**src/rtl/scm_pkg.sv**
```systemverilog
// Shared types, constants and helpers for the sin/cos encoder calibration monitor.
`timescale 1ns / 1ps
`default_nettype none

package scm_pkg;

	// fixed-point formats of the mean and offset words
	localparam int MEAN_FRAC   = 28;
	localparam int OFFSET_FRAC = 12;
	localparam int MEAN_SHIFT  = MEAN_FRAC - OFFSET_FRAC;

	localparam logic signed [31:0] AVG_INIT = 32'sh2000_0000;  // 2.0 in Q3.28
	localparam logic [31:0]        MAG_LOW_INIT = 32'hFFFF_FFFF;

	localparam int CFG_DATA_WIDTH  = 32;
	localparam int CFG_INDEX_WIDTH = 2;

	typedef enum logic [0:0] {
		OP_SAMPLE = 1'b0,
		OP_REPORT = 1'b1
	} scm_op_t;

	typedef enum logic [CFG_INDEX_WIDTH-1:0] {
		REG_COEFF   = 2'd0,
		REG_AUTOCAL = 2'd1,
		REG_SIN_OFF = 2'd2,
		REG_COS_OFF = 2'd3
	} scm_reg_t;

	// per-item controls from the top level to the datapath units
	typedef struct packed {
		logic upd;  // sample item being processed
		logic clr;  // report item being processed: clear extremes after it
	} scm_ctl_t;

	function automatic logic signed [31:0] sat32(input logic signed [33:0] v);
		if (v > 34'sd2147483647)
			return 32'sh7FFF_FFFF;
		else if (v < -34'sd2147483648)
			return 32'sh8000_0000;
		else
			return v[31:0];
	endfunction

endpackage

`default_nettype wire

```
**src/rtl/scm_magnitude.sv**
```systemverilog
// Squared magnitude and its running extremes.
`timescale 1ns / 1ps
`default_nettype none

module scm_magnitude import scm_pkg::*; #(
	parameter int SAMPLE_WIDTH = 16
) (
	input  wire                            clk,
	input  wire                            arst_n,
	input  wire scm_ctl_t                  ctl,
	input  wire logic signed [SAMPLE_WIDTH-1:0] sin_val,
	input  wire logic signed [SAMPLE_WIDTH-1:0] cos_val,
	output logic [31:0]                    msq,
	output logic [31:0]                    mag_min,
	output logic [31:0]                    mag_max,
	output logic signed [32:0]             mag_spread
);

	localparam int SQW = 2 * SAMPLE_WIDTH;

	logic [SQW-1:0] sq_s, sq_c;
	logic [SQW:0]   sq_sum;
	logic [64:0]    sq_wide;
	logic [31:0]    msq_raw;
	logic [31:0]    lo_q, hi_q, lo_nx, hi_nx;

	assign sq_s    = sin_val * sin_val;
	assign sq_c    = cos_val * cos_val;
	assign sq_sum  = {1'b0, sq_s} + {1'b0, sq_c};
	assign sq_wide = 65'(sq_sum);
	assign msq_raw = sq_wide[31:0];

	always_comb begin
		lo_nx = lo_q;
		hi_nx = hi_q;
		if (ctl.upd) begin
			if (msq_raw < lo_q) lo_nx = msq_raw;
			if (msq_raw > hi_q) hi_nx = msq_raw;
		end
	end

	assign msq        = ctl.upd ? msq_raw : 32'd0;
	assign mag_min    = lo_nx;
	assign mag_max    = hi_nx;
	assign mag_spread = $signed({1'b0, hi_nx}) - $signed({1'b0, lo_nx});

	always_ff @(posedge clk or negedge arst_n) begin
		if (!arst_n) begin
			lo_q <= MAG_LOW_INIT;
			hi_q <= 32'd0;
		end else if (ctl.clr) begin
			lo_q <= MAG_LOW_INIT;
			hi_q <= 32'd0;
		end else begin
			lo_q <= lo_nx;
			hi_q <= hi_nx;
		end
	end

endmodule

`default_nettype wire

```
**config.mk**
```make
export PLATFORM = sky130hd
export DESIGN_NAME = scm_magnitude
export DESIGN_NICKNAME = d
export VERILOG_FILES = /design/src/rtl/scm_pkg.sv /design/src/rtl/scm_magnitude.sv
export SDC_FILE = /design/constraint.sdc
export NUM_CORES = 2
export LEC_CHECK = 0
export BUFFER_PORTS_ARGS = -buffer_cell sky130_fd_sc_hd__buf_2
export CORE_MARGIN = 1
export CORE_UTILIZATION = 55
export CTS_CLUSTER_DIAMETER = 150
export DETAILED_ROUTE_END_ITERATION = 8
export PLACE_DENSITY = 0.8
export REMOVE_ABC_BUFFERS = 1
export SETUP_SLACK_MARGIN = 0.1
export SLEW_MARGIN = 20
export SYNTH_ARGS = -nofsm -noshare
export SYNTH_HDL_FRONTEND = slang
export SYNTH_SLANG_ARGS = --single-unit
```
**constraint.sdc**
```tcl
create_clock -name clk -period 41.4 [get_ports clk]
set_input_delay 2.07 -clock clk [delete_from_list [all_inputs] [get_ports clk]]
set_output_delay 2.07 -clock clk [all_outputs]
set_load 0.01 [all_outputs]
```
==> flow_summary.toml <==
[clock_tree]
root_buffer = "clkbuf_16"
clkTransAtPathRegs_ns = 0.07
cts.sinks = 64
clockBufferDepth = 2
clock_latency_ns = 0.35
ctsResizeCount = 0
htree_num_levels = 3
cts_buffers = 9
post-cts-setup-buffers = 0
cts_tree = "yes"
cts_hold_buf = 0

[synth]
ys_seq_elements = 64
netlist_area_mm2 = 0.02478
avgSynthCellArea_um2 = 9.069
synth_edf_count = 0
yosys_warnings = 0
yosys.area.top_type = "fa_1"
netlist_instances = 2732
ys.flop_type = "dfstp_2"
synth_cell_types = 98
synth_common_cells = "inv_1, fa_1, ha_1, nand2_1, and2_1"
yosysMostFrequentCell = "inv_1"
synthArstFlopShare = 1.000
synth.top_cell.area_share = 0.4210
synth-seq-area-share = 0.06626
synth_area_leaders = "fa_1, inv_1, ha_1"

[finish]
fillers = 3772
fin_nets = 3625
diodes = 0
syn2layout_area_growth_pct = 6.373
layout-drive-gt1-share = 0.09923

[grt]
track_usage = 0.2750
antenna_found_initial = 0
grt_first_pass_wirelength_um = 101100
grt_max_degree = 65
grt_pass1_vias = 20388
overflow = 0

[drt]
drtIter0Drc = 1129
postRouteAntennaNets = 0
drc = 0
avgRoutedWirePerCell_um = 17.66
via_count = 18595
firstDrtPassIters = 5
vias_per_cell = 5.415
wl_um = 60640

[die]
die_area_mm2 = 0.04590
pin_count = 165
design.core.area_mm2 = 0.04432
row_count = 77
start_util = 0.5591
die_h_um = 214.2
die_x_um = 214.2

[job]
cap_violations = 0

[worst_setup_path]
cpPeakStageDelay_ns = 0.69
critPathCaptureType = "primary output"
cp_common_cell = "fa_1"
crit_fanout = 36
cp.required_ns = 39.33
critPathKind = "in2out"
cp.arrival_ns = 16.04
crit_slowest_cell = "fa_1"
start_kind = "input pin"
cp_top_family = "adder cells"
worst-path-buf-inv = 8

[sta]
clock_skew_ns = 0.01506
slew_viol_final = 0
rsz0062_at_grt = "no"
timing.fmax_mhz = 55.23
setup_viol = 0
setup_tns_ns = 0
hold_viol = 0
fin_crit_ns = 18.11
slew_headroom = 0.3223
worstMarginPinSlew_ns = 1.016
post-route-period-util = 0.4374

[hold_path]
hold_path.class = "reg2reg"

[placement]
port_buffers = 164
hpwl_um = 52030
gp_routability_congestion = 0.9741

[run_status]
outcome = "finished clean"
[final cells by class]
cell class / instances / area, um2 / area share
multi-input combinational: 1811 / 19900 / 0.7552
inverter: 782 / 2935 / 0.1114
sequential: 64 / 1642 / 0.06229
timing repair buffer: 169 / 860.8 / 0.03266
tap: 592 / 740.7 / 0.02810
clock buffer: 9 / 225.2 / 0.008545
clock inverter: 7 / 47.55 / 0.001804
[registers in the layout, summed over array words and instances (netlist names)]
signal and flops:
hi_q 32, lo_q 32
[worst reg2reg max path, stage by stage, from the launching register on]
cell and delay (ns):
dfstp_2 0.54, inv_1 0.07, ha_1 0.31, a211oi_1 0.35, o22ai_1 0.14, o22ai_1 0.19, nand2_1 0.28, nor2_4 0.53
buf_4 0.46, mux2_2 0.45, or2_2 0.28
[layer usage]
layer | GRT usage | routed length, um
met1 | 0.3476 | 23580
met2 | 0.4832 | 31300
met3 | 0.03191 | 3366
met4 | 0.1052 | 2390
met5 | 0 | 0
[cell families after synthesis]
| family | after synthesis | share of synthesized area |
|---|---|---|
| AOI/OAI and AO/OA | 324 | 0.08954 |
| buffers and inverters | 857 | 0.1304 |
| and+or+nand+nor | 607 | 0.1258 |
| xor gates and xnor gates | 102 | 0.03853 |
| adders and majority gates | 757 | 0.5396 |
| muxes | 21 | 0.009848 |
| DFF | 64 | 0.06626 |
[final timing paths]
check | from | end | slack [ns] | cells past startpoint
max | cos_val[0] | mag_spread[31] | 23.29 | 50
min | hi_q[0] | hi_q[0] | 0.64 | 2
max reg2reg | lo_q[19] | lo_q[11] | 37.74 | 10
min reg2reg | hi_q[0] | hi_q[0] | 0.64 | 2
max in group asynchronous | arst_n | hi_q[18] | 38.88 | 2
min in group asynchronous | arst_n | hi_q[24] | 1.92 | 2
[per-stage QoR]
stage | hold WS [ns] | instance area [um2] | std cells | utilization | setup slack, ns
CTS | 0.6353 | 26360 | 3434 | 0.5947 | 23.43
floorplan | 0.5215 | 24480 | 2657 | - | 25.49
finish | 0.6361 | 26360 | 3434 | 0.5947 | 23.29
global route | 0.6842 | 26360 | 3434 | 0.5947 | 22.22
global placement | 0.5900 | 26080 | 3418 | 0.5885 | 23.88
detailed placement | 0.6221 | 26080 | 3418 | 0.5885 | 23.47
[cell usage in the layout, fill, tap and decap left out, drive strengths merged, types with 47 or more instances in the layout]
cell type and count:
xnor2 82, ha 231, nor2 101, inv 782, fa 521, o21ai 72, a21oi 100, nand2b 47
and2 139, buf 169, nand2 187
Power is not shown: default switching activity piles up to over one toggle a cycle in this logic, so the estimate is an artifact.
