[src/rtl/scm_pkg.sv]
// Shared types, constants and helpers for the sin/cos encoder calibration monitor.
`timescale 1ns / 1ps
`default_nettype none

package scm_pkg;

	// fixed-point formats of the mean and offset words
	localparam int MEAN_FRAC   = 28;
	localparam int OFFSET_FRAC = 12;
	localparam int MEAN_SHIFT  = MEAN_FRAC - OFFSET_FRAC;

	localparam logic signed [31:0] AVG_INIT = 32'sh2000_0000;  // 2.0 in Q3.28
	localparam logic [31:0]        MAG_LOW_INIT = 32'hFFFF_FFFF;

	localparam int CFG_DATA_WIDTH  = 32;
	localparam int CFG_INDEX_WIDTH = 2;

	typedef enum logic [0:0] {
		OP_SAMPLE = 1'b0,
		OP_REPORT = 1'b1
	} scm_op_t;

	typedef enum logic [CFG_INDEX_WIDTH-1:0] {
		REG_COEFF   = 2'd0,
		REG_AUTOCAL = 2'd1,
		REG_SIN_OFF = 2'd2,
		REG_COS_OFF = 2'd3
	} scm_reg_t;

	// per-item controls from the top level to the datapath units
	typedef struct packed {
		logic upd;  // sample item being processed
		logic clr;  // report item being processed: clear extremes after it
	} scm_ctl_t;

	function automatic logic signed [31:0] sat32(input logic signed [33:0] v);
		if (v > 34'sd2147483647)
			return 32'sh7FFF_FFFF;
		else if (v < -34'sd2147483648)
			return 32'sh8000_0000;
		else
			return v[31:0];
	endfunction

endpackage

`default_nettype wire

[src/rtl/scm_channel.sv]
// One encoder channel: extremes, exponential mean filter and offset tracking.
`timescale 1ns / 1ps
`default_nettype none

module scm_channel import scm_pkg::*; #(
	parameter int SAMPLE_WIDTH = 16,
	parameter int COEFF_WIDTH  = 16
) (
	input  wire                                 clk,
	input  wire                                 arst_n,
	input  wire scm_ctl_t                       ctl,
	input  wire logic [COEFF_WIDTH-1:0]         coeff,
	input  wire                                 autocal,
	input  wire                                 off_load,
	input  wire logic signed [31:0]             off_value,
	input  wire logic signed [SAMPLE_WIDTH-1:0] sample,
	output logic signed [SAMPLE_WIDTH:0]        amplitude,
	output logic signed [31:0]                  mean_total,
	output logic signed [31:0]                  offset_now
);

	localparam int ALIGN    = MEAN_FRAC - (SAMPLE_WIDTH - 4);
	localparam int PW       = COEFF_WIDTH + 34;
	localparam int LOW_INIT = (SAMPLE_WIDTH > 16) ? 32767 : (2 ** (SAMPLE_WIDTH - 1)) - 1;

	logic signed [SAMPLE_WIDTH-1:0] lo_q, hi_q, lo_nx, hi_nx;
	logic signed [31:0] avg_q, avg_new, avg_nx;
	logic signed [31:0] offset_q, off_new, offset_nx;
	logic signed [31:0] aligned;
	logic signed [32:0] diff;
	logic signed [PW-1:0] prod, prod_rnd;
	logic signed [33:0] delta;
	logic signed [32:0] mq_rnd;
	logic signed [16:0] mq;

	always_comb begin
		lo_nx = lo_q;
		hi_nx = hi_q;
		if (ctl.upd) begin
			if (sample > hi_q) hi_nx = sample;
			if (sample < lo_q) lo_nx = sample;
		end
	end

	// avg*(1-k) + k*x == avg + k*(x - avg); avg is a whole multiple before rounding
	assign aligned  = 32'(sample) <<< ALIGN;
	assign diff     = 33'(aligned) - 33'(avg_q);
	assign prod     = $signed({1'b0, coeff}) * diff;
	assign prod_rnd = prod + (PW'(1) <<< (COEFF_WIDTH - 1));
	assign delta    = 34'(prod_rnd >>> COEFF_WIDTH);
	assign avg_new  = 32'(34'(avg_q) + delta);
	assign avg_nx   = ctl.upd ? avg_new : avg_q;

	// Q3.28 mean rounded to Q4.12, ties up
	assign mq_rnd = 33'(avg_nx) + (33'sd1 <<< (MEAN_SHIFT - 1));
	assign mq     = mq_rnd[32:MEAN_SHIFT];

	assign off_new   = sat32(34'(mq) + 34'(offset_q));
	assign offset_nx = (ctl.upd && autocal) ? off_new : offset_q;

	assign mean_total = sat32(34'(mq) + 34'(offset_nx));
	assign offset_now = offset_nx;
	assign amplitude  = (SAMPLE_WIDTH + 1)'(hi_nx) - (SAMPLE_WIDTH + 1)'(lo_nx);

	always_ff @(posedge clk or negedge arst_n) begin
		if (!arst_n) begin
			lo_q     <= SAMPLE_WIDTH'(LOW_INIT);
			hi_q     <= '0;
			avg_q    <= AVG_INIT;
			offset_q <= '0;
		end else begin
			if (ctl.clr) begin
				lo_q <= SAMPLE_WIDTH'(LOW_INIT);
				hi_q <= '0;
			end else begin
				lo_q <= lo_nx;
				hi_q <= hi_nx;
			end
			avg_q <= avg_nx;
			if (off_load)
				offset_q <= off_value;
			else
				offset_q <= offset_nx;
		end
	end

endmodule

`default_nettype wire

[config.mk]
export PLATFORM = sky130hd
export DESIGN_NAME = scm_channel
export DESIGN_NICKNAME = d
export VERILOG_FILES = /design/src/rtl/scm_pkg.sv /design/src/rtl/scm_channel.sv
export SDC_FILE = /design/constraint.sdc
export NUM_CORES = 2
export LEC_CHECK = 0
export ABC_CLOCK_PERIOD_IN_PS = 33700
export BUFFER_PORTS_ARGS = -buffer_cell sky130_fd_sc_hd__buf_4
export CORE_UTILIZATION = 35
export DETAILED_ROUTE_END_ITERATION = 10
export PLACE_DENSITY_LB_ADDON = 0.1
export SKIP_LAST_GASP = 1
export SLEW_MARGIN = 20
export SYNTH_ARGS = -nofsm -noshare
export SYNTH_HDL_FRONTEND = slang
export SYNTH_SLANG_ARGS = --single-unit
[constraint.sdc]
create_clock -name clk -period 33.7 [get_ports clk]
set_clock_uncertainty 0.1 [all_clocks]
set_input_delay 6.74 -clock clk [delete_from_list [all_inputs] [get_ports clk]]
set_output_delay 6.74 -clock clk [all_outputs]
set_load 0.005 [all_outputs]
==> impl_metrics.json <==
{
  "outcome": "finished with violations",
  "violations": "design-rule violations",
  "cp.required_ns": 26.86,
  "final_common_cell": "inv_1",
  "rows": 109,
  "layout_min_cycle_time_ns": 31.79,
  "max_stage_delay_ns": 0.59,
  "drt_iter0_markers": 1236,
  "startpoint": "sample[0]",
  "ant_nets": 0,
  "clkSinkCount": 96,
  "die_y_um": 302,
  "slew_viol_final": 0,
  "numPortBuffers": 150,
  "numCtsBuffers": 9,
  "via_per_inst": 5.05,
  "synth_area_um2": 31400,
  "grt_pass1_vias": 26500,
  "clock_latency_ns": 0.39,
  "yosysSeqAreaShare_pct": 7.71,
  "rr_worst_depth": 58,
  "avgSynthCellArea_um2": 8.30,
  "clockRootBuffer": "clkbuf_16",
  "worst-setup-path-type": "primary input to output port",
  "drive_above_1_share_pct": 8.08,
  "cts_buffer_depth": 2,
  "vias": 25200,
  "drc": 4,
  "syn-instance-count": 3785,
  "routed_wl_um": 97400,
  "ios": 151,
  "setup_viol": 0,
  "synth_enable_flop_cells": 0,
  "crit_path_end_kind": "output port",
  "cts_tree": "yes",
  "slew_headroom_pct": 26.0,
  "hpwl_um": 77000,
  "crit_family": "compound AO/OA/AOI/OAI gates",
  "synthArstFlopShare_pct": 100,
  "grt_usage_pct": 22.2,
  "clkTransAtPathRegs_ns": 0.07,
  "routedWlPerCell_um": 19.5,
  "r2r_slack_ns": 17.61,
  "reg2reg_to": "offset_q[3]",
  "grt-ovfl-total": 0,
  "worstPathMaxFanout": 27,
  "drv_cap": 0,
  "min_path_type": "register to register",
  "path_depth": 66,
  "cp_slowest_cell": "nand2b_1",
  "r2r-start": "avg_q[0]",
  "holdWs_ns": 0.436,
  "gp_congestion": 0.877,
  "netlist-cell-type-count": 95,
  "synth_ff_type": "dfrtp_1",
  "die_w_um": 302,
  "grt_max_degree": 63,
  "fill_cells": 9358,
  "die_area_um2": 90900,
  "layout_common_cells": "739 x inv_1, 494 x fa_1, 396 x nand2_1",
  "dp_worst_setup_slack_ns": 2.01,
  "fin_setup_tns_ns": 0,
  "max_freq_mhz": 31.5,
  "grt_antenna_before_repair": 2,
  "ctsHoldBuffers": 0,
  "worstMarginPinSlew_ns": 1.10,
  "first_pass_iters": 8,
  "areaGrowthSynthToFinish_pct": 8.45,
  "final.setup.worst_slack_ns": 1.91,
  "grt_first_pass_wirelength_um": 157000,
  "crit_path_start_kind": "primary input",
  "cts_resized": 0,
  "post_cts_buffers": 0,
  "finalCritPeriodShare_pct": 94.3,
  "num-nets-final": 4699,
  "crit_end": "mean_total[7]",
  "hold_viol": 0,
  "cp.buffers_inverters": 7,
  "start_util_pct": 35.4,
  "synth-seq-cells": 96,
  "htreeDepth": 3,
  "rsz0062_at_grt": "false",
  "cp.arrival_ns": 24.95,
  "syn-num-nets": 4653,
  "yosys_warnings": 0,
  "core-area_um2": 88600
}
[layer usage]
metal  up-vias  routed length, µm  GRT usage [%]  share of wire, %
met5         -                  0              0                 0
met4         0               1380           3.78               1.4
met3        48               3060           1.25               3.1
met2       406              46700           37.5                48
met1     12600              46300           31.7                48
li1      12200                  -              -                 -
[tightest hold or removal path, cell delays in order (launching register included)]
cell	delay, ns
dfstp_2	0.38
nor2_1	0.09
mux2i_1	0.07
[cell type report]
type | instances | area [µm²] | area share, %
clock buffer | 13 | 240 | 0.705
inverter | 740 | 2780 | 8.16
multi-input combinational | 2786 | 25600 | 75.3
tap | 1165 | 1460 | 4.28
sequential | 96 | 2420 | 7.11
clock inverter | 3 | 21.3 | 0.0625
antenna | 2 | 5.00 | 0.0147
timing repair buffer | 198 | 1490 | 4.36
[stage by stage]
| step | utilization (%) | instances | area (µm²) |
|---|---|---|---|
| after floorplan | - | 3785 | 31400 |
| after global placement | 38.1 | 4985 | 33800 |
| after detailed placement | 38.1 | 4985 | 33800 |
| after CTS | 38.4 | 5001 | 34100 |
| after global routing | 38.4 | 5001 | 34100 |
| final | 38.4 | 5003 | 34100 |
[worst min path at each step]
| stage | cells past startpoint | from | endpoint |
|---|---|---|---|
| 2_1_floorplan | 2 | lo_q[2] | lo_q[2] |
| 3_3_place_gp | 2 | lo_q[12] | lo_q[12] |
| 3_5_place_dp | 2 | lo_q[5] | lo_q[5] |
| 4_1_cts | 2 | lo_q[4] | lo_q[4] |
| 5_1_grt | 2 | lo_q[2] | lo_q[2] |
| 6_report | 2 | lo_q[4] | lo_q[4] |
[cells by family after synthesis]
family / share of synthesized area (%)
XOR/XNOR: 4.53
multiplexers: 2.15
AO/OA/AOI/OAI: 13.1
AND/OR/NAND/NOR: 17.9
buffers and inverters: 10.9
adder cells (fa/ha/maj): 43.8
flip-flops: 7.71
[sequential cells by signal (all words and copies together), names as in the netlist]
register / cells
avg_q: 32
offset_q: 32
hi_q: 16
lo_q: 16
[synthesized netlist by cell type, types with 11 or more instances]
cell type    n  area share (%)
inv_1      739             8.8
fa_1       494              31
nand2_1    396             4.7
ha_1       304              12
and2_1     280             5.6
a21oi_1    182             2.9
nor2_1     173             2.1
clkbuf_1   135             1.6
o21ai_0    115             1.8
xnor2_1    105             2.9
dfrtp_1     80             6.4
a21o_1      56             1.3
xor2_1      51             1.4
nor3_1      44            0.70
nand3_1     43            0.69
nor2b_1     43            0.86
mux2i_1     36             1.1
nand4_1     31            0.62
o21a_1      31            0.74
and3_1      29            0.58
mux2_2      28             1.0
nand2b_1    26            0.52
a31oi_1     25            0.50
o21ai_1     24            0.38
buf_2       22            0.35
nor4_1      18            0.36
o211ai_1    18            0.43
o22ai_1     18            0.36
a211oi_1    17            0.41
dfstp_2     16             1.3
or3_1       14            0.28
a221oi_1    13            0.36
o21bai_1    11            0.26
o31ai_1     11            0.26
Power is left out: the tool's default activity adds up to more than one toggle a clock period on the data nets, which glitch-free logic cannot reach.
